===== src/assert_macros.svh =====
// Assertion macros shared by the PCM to PWM word generator modules.
`ifndef ASSERT_MACROS_SVH
`define ASSERT_MACROS_SVH

// Checked at every rising edge outside of reset.
`define ASSERT_RST(label, prop, msg) \
  label: assert property (@(posedge clk) disable iff (rst) (prop)) else $error(msg);

// Checked at every rising edge, reset included.
`define ASSERT_ALWAYS(label, prop, msg) \
  label: assert property (@(posedge clk) (prop)) else $error(msg);

`endif


===== src/spwm_pkg.sv =====
// Types, constants and helper functions of the PCM to PWM word generator.
package spwm_pkg;

  localparam int unsigned LEVEL_W = 16;
  localparam int unsigned ERR_W   = 11;
  localparam int unsigned SUM_W   = LEVEL_W + 1;
  localparam int unsigned CNT_W   = 6;
  localparam int unsigned WORD_W  = 32;
  localparam int unsigned BPS_W   = 4;
  localparam int unsigned SHIFT_W = 3;

  localparam logic [BPS_W-1:0] BPS_MIN   = 4'd5;
  localparam logic [BPS_W-1:0] BPS_MAX   = 4'd11;
  localparam logic [BPS_W-1:0] BPS_RESET = 4'd9;

  // One input item: a stereo sample pair.
  typedef struct packed {
    logic signed [LEVEL_W-1:0] left_sample;
    logic signed [LEVEL_W-1:0] right_sample;
  } in_item_t;

  // One result item: a pair of thermometer words.
  typedef struct packed {
    logic [WORD_W-1:0] left_pwm_word;
    logic [WORD_W-1:0] right_pwm_word;
    logic              last_word;
  } out_item_t;

  // Classified item as it waits in the queue.
  typedef struct packed {
    logic [LEVEL_W-1:0] left_level;
    logic [LEVEL_W-1:0] right_level;
    logic [CNT_W-1:0]   last_index;
  } job_t;

  // Thermometer word with count ones packed from the MSB; count is 0..32.
  function automatic logic [WORD_W-1:0] therm_word(input logic [CNT_W-1:0] count);
    logic [WORD_W-1:0] word;
    if (count[CNT_W-1]) begin
      word = '1;
    end else begin
      word = ~({WORD_W{1'b1}} >> count[CNT_W-2:0]);
    end
    return word;
  endfunction

endpackage


===== src/spwm_front.sv =====
// Front end: holds the word count setting and classifies incoming sample pairs.
module spwm_front import spwm_pkg::*; (
  input  logic             clk,
  input  logic             rst,
  input  logic             cfg_valid,
  output logic             cfg_ready,
  input  logic [BPS_W-1:0] cfg_data,
  input  in_item_t         in_data,
  output job_t             job
);

  logic [BPS_W-1:0]   bits_per_sample;
  logic [BPS_W-1:0]   bps_sat;
  logic [SHIFT_W-1:0] shift;
  logic [CNT_W:0]     words;

  // The setting register is always writable.
  assign cfg_ready = 1'b1;

  always_ff @(posedge clk) begin
    if (rst) begin
      bits_per_sample <= BPS_RESET;
    end else if (cfg_valid) begin
      bits_per_sample <= cfg_data;
    end
  end

  // Clamp the setting to its legal range and derive the word count.
  always_comb begin
    if (bits_per_sample < BPS_MIN) begin
      bps_sat = BPS_MIN;
    end else if (bits_per_sample > BPS_MAX) begin
      bps_sat = BPS_MAX;
    end else begin
      bps_sat = bits_per_sample;
    end
    shift = SHIFT_W'(bps_sat - BPS_MIN);
    words = (CNT_W+1)'(1) << shift;
  end

  // Offsetting by half scale flips the sign bit; the last word index is one less than the word count.
  always_comb begin
    job.left_level  = {~in_data.left_sample[LEVEL_W-1], in_data.left_sample[LEVEL_W-2:0]};
    job.right_level = {~in_data.right_sample[LEVEL_W-1], in_data.right_sample[LEVEL_W-2:0]};
    job.last_index  = CNT_W'(words - (CNT_W+1)'(1));
  end

endmodule


===== src/spwm_queue.sv =====
// Short first-in first-out queue between the front end and the word generator.
`include "assert_macros.svh"
module spwm_queue import spwm_pkg::*; #(
  parameter int unsigned DEPTH = 2
) (
  input  logic clk,
  input  logic rst,
  input  logic push,
  input  job_t push_data,
  output logic full,
  input  logic pop,
  output logic head_valid,
  output job_t head
);

  localparam int unsigned PTR_W = (DEPTH > 1) ? $clog2(DEPTH) : 1;
  localparam int unsigned FILL_W = $clog2(DEPTH + 1);
  localparam logic [PTR_W-1:0] LAST_PTR = PTR_W'(DEPTH - 1);
  localparam logic [FILL_W-1:0] FILL_MAX = FILL_W'(DEPTH);

  job_t              slots [DEPTH];
  logic [PTR_W-1:0]  wr_ptr;
  logic [PTR_W-1:0]  rd_ptr;
  logic [FILL_W-1:0] fill;
  logic              do_push;
  logic              do_pop;

  assign full       = (fill == FILL_MAX);
  assign head_valid = (fill != '0);
  assign head       = slots[rd_ptr];
  assign do_push    = push && !full;
  assign do_pop     = pop && head_valid;

  // Storage slots.
  always_ff @(posedge clk) begin
    if (do_push) begin
      slots[wr_ptr] <= push_data;
    end
  end

  // Pointers and fill level.
  always_ff @(posedge clk) begin
    if (rst) begin
      wr_ptr <= '0;
      rd_ptr <= '0;
      fill   <= '0;
    end else begin
      if (do_push) begin
        wr_ptr <= (wr_ptr == LAST_PTR) ? '0 : wr_ptr + PTR_W'(1);
      end
      if (do_pop) begin
        rd_ptr <= (rd_ptr == LAST_PTR) ? '0 : rd_ptr + PTR_W'(1);
      end
      if (do_push && !do_pop) begin
        fill <= fill + FILL_W'(1);
      end else if (do_pop && !do_push) begin
        fill <= fill - FILL_W'(1);
      end
    end
  end

  `ASSERT_RST(a_fill_bound, fill <= FILL_MAX, "queue fill level above depth")
  `ASSERT_RST(a_pop_nonempty, pop |-> head_valid, "pop from an empty queue")

endmodule


===== src/spwm_back.sv =====
// Back end: emits the PWM word pairs of the head item with error feedback.
`include "assert_macros.svh"
module spwm_back import spwm_pkg::*; (
  input  logic      clk,
  input  logic      rst,
  input  logic      head_valid,
  input  job_t      head,
  output logic      pop,
  output logic      out_valid,
  input  logic      out_ready,
  output out_item_t out_data
);

  logic [ERR_W-1:0] left_error;
  logic [ERR_W-1:0] right_error;
  logic [CNT_W-1:0] word_counter;
  logic [SUM_W-1:0] left_sum;
  logic [SUM_W-1:0] right_sum;
  logic             advance;
  logic             last;

  // A word is produced whenever an item waits and the output slot is free.
  assign advance = head_valid && (!out_valid || out_ready);
  assign last    = (word_counter == head.last_index);
  assign pop     = advance && last;

  // Level plus carried remainder for both channels.
  assign left_sum  = {1'b0, head.left_level} + SUM_W'(left_error);
  assign right_sum = {1'b0, head.right_level} + SUM_W'(right_error);

  // Remainders and word index.
  always_ff @(posedge clk) begin
    if (rst) begin
      left_error   <= '0;
      right_error  <= '0;
      word_counter <= '0;
    end else if (advance) begin
      left_error   <= left_sum[ERR_W-1:0];
      right_error  <= right_sum[ERR_W-1:0];
      word_counter <= last ? '0 : word_counter + CNT_W'(1);
    end
  end

  // Output register valid flag.
  always_ff @(posedge clk) begin
    if (rst) begin
      out_valid <= 1'b0;
    end else if (advance) begin
      out_valid <= 1'b1;
    end else if (out_ready) begin
      out_valid <= 1'b0;
    end
  end

  // Output register payload.
  always_ff @(posedge clk) begin
    if (advance) begin
      out_data.left_pwm_word  <= therm_word(left_sum[SUM_W-1:ERR_W]);
      out_data.right_pwm_word <= therm_word(right_sum[SUM_W-1:ERR_W]);
      out_data.last_word      <= last;
    end
  end

  `ASSERT_RST(a_counter_bound, head_valid |-> word_counter <= head.last_index,
              "word index past the last word of the item")
  `ASSERT_RST(a_counter_idle, !head_valid |-> word_counter == '0,
              "word index not at zero between items")
  `ASSERT_RST(a_last_pops, (advance && last) |=> (out_valid && out_data.last_word),
              "final word of an item not flagged")

endmodule


===== src/stereo_pcm_to_pwm_words_top.sv =====
// Top level of the stereo PCM to thermometer PWM word generator.
//
// Usage:
//   in_valid/in_ready/in_data carry one stereo sample pair per item.
//   out_valid/out_ready/out_data carry one left/right PWM word pair per item;
//   out_data.last_word marks the final word pair of a sample pair.
//   cfg_valid/cfg_ready/cfg_data write bits_per_sample (cfg_ready is always
//   high); write it only while no sample pair is in flight.
// Throughput: a sample pair yields 2^(bits_per_sample-5) word pairs, setting
//   clamped to 5..11, one word pair per cycle while out_ready is high, from
//   the single error-feedback datapath; the default of 9 gives 16 word pairs.
// Path: a sample pair taken in waits in a queue slot; its word pairs leave
//   through the output register. The queue holds QUEUE_DEPTH sample pairs,
//   so new input is taken while the current one is still being expanded.
// Reset: clears the remainders, the queue and the output valid flag, and sets
//   bits_per_sample to 9.
// Stall: with out_ready low the output word holds; the queue fills and then
//   in_ready drops.
module stereo_pcm_to_pwm_words_top import spwm_pkg::*; #(
  parameter int unsigned QUEUE_DEPTH = 2
) (
  input  logic             clk,
  input  logic             rst,
  input  logic             in_valid,
  output logic             in_ready,
  input  in_item_t         in_data,
  output logic             out_valid,
  input  logic             out_ready,
  output out_item_t        out_data,
  input  logic             cfg_valid,
  output logic             cfg_ready,
  input  logic [BPS_W-1:0] cfg_data
);

  job_t job;
  job_t head;
  logic full;
  logic head_valid;
  logic pop;

  assign in_ready = !full;

  // Setting register and item classification.
  spwm_front u_front (
    .clk       (clk),
    .rst       (rst),
    .cfg_valid (cfg_valid),
    .cfg_ready (cfg_ready),
    .cfg_data  (cfg_data),
    .in_data   (in_data),
    .job       (job)
  );

  // Queue between front and back.
  spwm_queue #(
    .DEPTH (QUEUE_DEPTH)
  ) u_queue (
    .clk        (clk),
    .rst        (rst),
    .push       (in_valid),
    .push_data  (job),
    .full       (full),
    .pop        (pop),
    .head_valid (head_valid),
    .head       (head)
  );

  // Word generator with output register.
  spwm_back u_back (
    .clk        (clk),
    .rst        (rst),
    .head_valid (head_valid),
    .head       (head),
    .pop        (pop),
    .out_valid  (out_valid),
    .out_ready  (out_ready),
    .out_data   (out_data)
  );

endmodule


===== config.mk =====
export PLATFORM = sky130hd
export DESIGN_NAME = stereo_pcm_to_pwm_words_top
export DESIGN_NICKNAME = d
export VERILOG_FILES = /design/src/spwm_pkg.sv /design/src/spwm_front.sv /design/src/spwm_queue.sv /design/src/spwm_back.sv /design/src/stereo_pcm_to_pwm_words_top.sv
export VERILOG_INCLUDE_DIRS = /design/src /design/src/src
export SDC_FILE = /design/constraint.sdc
export NUM_CORES = 1
export LEC_CHECK = 0
export BUFFER_PORTS_ARGS = -buffer_cell sky130_fd_sc_hd__buf_2
export CORE_ASPECT_RATIO = 1.2
export CORE_MARGIN = 2
export CORE_UTILIZATION = 62
export CTS_CLUSTER_DIAMETER = 60
export CTS_CLUSTER_SIZE = 24
export DETAILED_ROUTE_END_ITERATION = 8
export PLACE_DENSITY = 0.85
export SLEW_MARGIN = 20
export SYNTH_ARGS = -nofsm -noshare
export SYNTH_HDL_FRONTEND = slang
export SYNTH_HIERARCHICAL = 1
export SYNTH_SLANG_ARGS = --single-unit

===== constraint.sdc =====
create_clock -name clk -period 8.25 [get_ports clk]
set_input_delay 1.65 -clock clk [delete_from_list [all_inputs] [get_ports clk]]
set_output_delay 1.65 -clock clk [all_outputs]
set_load 0.01 [all_outputs]

Word-level counts from Yosys, hierarchy flattened
Memories as Yosys holds them, arrays and structs flattened. A register that Yosys moved wholly into a read port is not among the register bits.
Cells that the tools add are included.
- add/subtract/negate cells: 9
- $mul: 0
- div/mod/pow operators: 0
- magnitude comparators: 2
- eq/ne operators: 2
- shift-type cells: 3
- multiplexer cells: 13
- bitwise gates (word level): 4
- reduce and logical (&&, ||, !) cells: 14
- operators with widths (operator ; count):
    inverter 32 bit ; 2
    >> shifter 32 x 5 -> 32 bit (first input constant) ; 2
    adder 16 x 11 -> 17 bit ; 2
    2-to-1 mux 1 bit ; 8
    adder 6 x 1 -> 6 bit (second input constant) ; 1
    equality test 6 bit ; 1
    logical AND 1 bit ; 6
    2-to-1 mux 3 bit ; 2
    2-to-1 mux 6 bit ; 1
    nonzero test 2 bit ; 3
    << shifter 1 x 3 -> 6 bit (first input constant) ; 1
    subtractor 6 x 1 -> 6 bit (second input constant) ; 1
    greater-than comparator 4 bit (second input constant) ; 1
    logical NOT 1 bit ; 4
    less-than comparator 4 x 3 -> 1 bit (second input constant) ; 1
    2-to-1 mux 2 bit ; 2
    subtractor 3 bit (second input constant) ; 1
    adder 1 bit (second input constant) ; 2
    adder 2 x 1 -> 2 bit (second input constant) ; 1
    equality test 2 bit (second input constant) ; 1
    inverter 1 bit ; 2
    subtractor 2 x 1 -> 2 bit (second input constant) ; 1
    logical OR 1 bit ; 1
- register bits: 102
- bits in latches: 0
- bits in writable memories: 76
- memory bits (read-only): 0
- memories: 1
- memories (name ; words ; bits a word ; read ports ; clocked after Yosys merged registers in ; write ports ; RTL line ; text):
    u_queue.slots ; 2 ; 38 ; 1 ; 1 ; 1 ; spwm_queue.sv:21 ; job_t slots [DEPTH];

Longest topological paths before layout
- depth after elaboration: 8
- gate-level depth with buffers: 15
- gate-level depth less buffers: 11

By module
Netlist, hierarchy kept.
- by module, submodules not included (module ; instances ; cells each ; area each (um^2)):
    spwm_back ; 1 ; 487 ; 4922.2
    spwm_queue ; 1 ; 143 ; 2957.8
    spwm_front ; 1 ; 63 ; 500.5
    stereo_pcm_to_pwm_words_top ; 1 ; 1 ; 3.8

Worst setup path before layout
No wires, ideal clock.
- path kind: input -> register
- from: input port out_ready
- to: register, netlist name u_back/out_data[0]
- setup time: 0.455 ns
- arrival time: 3.907 ns
- required time: 7.795 ns
- path slack: 3.889 ns
- cell stages on the path: 4
- path buffers: 1
- cells stage by stage: nand2b_1 -> nand2_1 -> clkinv_1 -> clkbuf_1
- cells in the longest elaborated chain, start to end: 2
- RTL lines (what ; RTL line ; text):
    from (decl) ; stereo_pcm_to_pwm_words_top.sv:28 ; input logic out_ready,
    logical OR 1 bit ; spwm_back.sv:23 ; assign advance = head_valid && (!out_valid || out_ready);
    logical AND 1 bit ; spwm_back.sv:23 ;
    via u_back.advance ; spwm_back.sv:19 ; logic advance;
The timed path passes the listed nets, and every way through them passes these cells.
A chain may end at the register's enable or synchronous reset.

==> results.ini <==
[clocking]
hold_buffers = 0
cts.reportedPaths.clkPinSlew_ns = 0.07
ctsLongestPathBuffers = 2
ctsResizeCount = 0
cts_buffers = 17
cts_root_buffer = clkbuf_16
cts_tree = yes
post_cts.repair.setup_buffers = 0
worstSkewPairLatency_ns = 0.42
htreeDepth = 4
cts.sinks = 179

[timing]
slew_headroom_pct = 30.24
min_period_over_period_pct = 49.11
setup_tns_ns = 0
layout_min_cycle_time_ns = 4.051
rsz0062_at_grt = false
finalHoldViolCount = 0
worst_pin_slew_ns = 1.046
slew_viol_final = 0
whs_ns = 0.4616
max_freq_mhz = 246.8
setup_viol = 0
worst_slack_ns = 4.199
fin_skew_ns = 0.01098

[detailed_routing]
drc = 0
drt_first_pass_iters = 5
wl_met2_um = 8169
viasPerCell = 5.641
routed_wl_um = 15250
ant_nets = 0
wl_met1_um = 6268
vias = 5353
drt_iter0_markers = 377
wl_per_cell_um = 16.07
routed.top_layer = met4
dr_wl_met3_um = 661

[die]
die_area_um2 = 14470
rows = 46
initial_core_util_pct = 63.34
coreArea_um2 = 13240
fp.dieH_um = 131.4
ios = 109
dieWidth_um = 110.2

[run_status]
status = completed

[yosys]
synth_mux_area_share_pct = 5.462
async_flop_share_pct = 0
synth_top_family_by_area = simple AND/OR/NAND/NOR gates
synthXorXnorAreaFrac_pct = 4.671
synthesis.nets = 762
yosysSeqAreaShare_pct = 59.57
synth-seq-cells = 179
yosysWarningCount = 6
postSynthCellCount = 694
synth_ff_type = edfxtp_1
yosys.area.top_type = edfxtp_1
ys_types = 69
synth_common_cells = edfxtp_1 (141), nand2_1 (77), a21oi_1 (45)
synthSimpleGateAreaFrac_pct = 11.06
synth_area_leaders = edfxtp_1 (50%), dfxtp_1 (9.1%), mux2_2 (5.1%)
mappedNetlistArea_um2 = 8384
synth_compound_area_share_pct = 9.775
synth.top_cell.area_share_pct = 50.50
syn_area_per_cell_um2 = 12.08
synth-edff-count = 141
synthAdderAreaFrac_pct = 4.208
yosysMostFrequentCell = edfxtp_1

[worst_setup_path]
endpoint_kind = flip-flop
r2r_cells = 12
critPathArrivalTime_ns = 4.19
required_ns = 8.39
start_kind = flip-flop
cp_max_fo = 38
path_class = reg -> reg

[placed_design]
routabilityCongestion = 0.8479
place_hpwl_um = 10290
place_ws_ns = 4.266
portBuffers = 107

[power_and_ir_drop]
ir_worst_vdd_mv = 0.1559
leakage_uw = 0.003631
powerDensity_nw_per_um2 = 279.6

[global_routing]
overflow = 0
antenna_found_initial = 0
grt_start_max_net_pins = 90
grt_pass1_wl_um = 24940
grt_pass1_vias = 5367
grtUsageTotal_pct = 22.13

[final_layout]
fillers = 895
drive_gt1_share_pct = 27.02
num_antenna_cells = 0
layout.nets = 836
area_delta_synth_final_pct = 12.65

[run]
drv_cap = 0

[worst_hold_path]
holdCritPathClass = reg -> reg
min_path_cells = 2

## state kept, by name, indices dropped and copies added, names as in the netlist, named ones only
name	cells
u_back/out_data	65
u_queue/fill	2
u_back/right_error	11
u_front/bits_per_sample	4
u_queue/slots	76
u_back/left_error	11
u_back/out_valid	1
u_back/word_counter	6
u_queue/wr_ptr	1
u_queue/rd_ptr	1
## layout make-up
| cell class | count | area (µm²) | area share [%] |
|---|---|---|---|
| Inverter | 23 | 86.33 | 0.9140 |
| Multi-Input combinational cell | 435 | 2953 | 31.26 |
| Timing Repair Buffer | 112 | 573.1 | 6.067 |
| Clock inverter | 14 | 198.9 | 2.106 |
| Sequential cell | 179 | 4995 | 52.88 |
| Tap cell | 168 | 210.2 | 2.225 |
| Clock buffer | 18 | 429.2 | 4.544 |
## per-stage QoR
step / area, µm² / cells / util (%) / power (µW)
2_1_floorplan: 8384 / 694 / - / 1649
3_3_place_gp: 8817 / 917 / 66.61 / 1767
3_5_place_dp: 8817 / 917 / 66.61 / 1804
4_1_cts: 9445 / 949 / 71.35 / 2651
5_1_grt: 9445 / 949 / 71.35 / 2772
6_report: 9445 / 949 / 71.35 / 2641
## routing by layer
metal  vias to the layer above  GRT usage [%]
li1                       2618              -
met1                      2570          26.61
met2                       151          39.23
met3                        14          4.117
met4                         0          7.431
met5                         -              0
## critical path, cell delays in order, from the launching register on
cell	delay [ns]
dfxtp_1	0.31
buf_4	0.42
mux2_2	0.40
ha_1	0.23
fa_1	0.43
a21oi_1	0.21
nor2_1	0.10
o21ai_1	0.22
nand2_1	0.18
nand3_1	0.35
and2_1	0.47
and2_0	0.33
nand2_1	0.10
## worst paths after layout
path                                                        start                           endpoint  slack, ns
worst min register to register  u_back/left_error[3]$_SDFFE_PP0P_  u_back/left_error[3]$_SDFFE_PP0P_       0.46
worst max-delay path                                    flip-flop  u_back/out_data[31]$_SDFFCE_PP1P_       4.20
worst min-delay path            u_back/left_error[3]$_SDFFE_PP0P_  u_back/left_error[3]$_SDFFE_PP0P_       0.46
worst max register to register                          flip-flop  u_back/out_data[31]$_SDFFCE_PP1P_       4.20
## cells by family after synthesis
kind of cell               count (synthesis)
AOI/OAI and AO/OA                        131
xor gates and xnor gates                  40
adders and majority gates                 27
buffers and inverters                     80
DFF                                      179
muxes                                     41
other                                      1
and+or+nand+nor                          195
## power by group
part / switching, µW / internal [µW] / leakage, µW
clock network: 334 / 511 / 0.000299
logic: 386 / 229 / 0.00172
registers: 47.5 / 1130 / 0.00162
## layout by cell type (no fill, tap or decap), types with 20 or more instances in the layout
cell type | Yosys | layout
a21oi_1 | 45 | 45
nand2_1 | 77 | 77
inv_1 | 22 | 22
nand3_1 | 20 | 20
nor2_1 | 40 | 40
buf_2 | 7 | 107
o21ai_0 | 38 | 38
dfxtp_1 | 38 | 38
edfxtp_1 | 141 | 141
mux2_2 | 38 | 38
ha_1 | 25 | 25
Note: power is estimated with default switching activity, not from simulation.
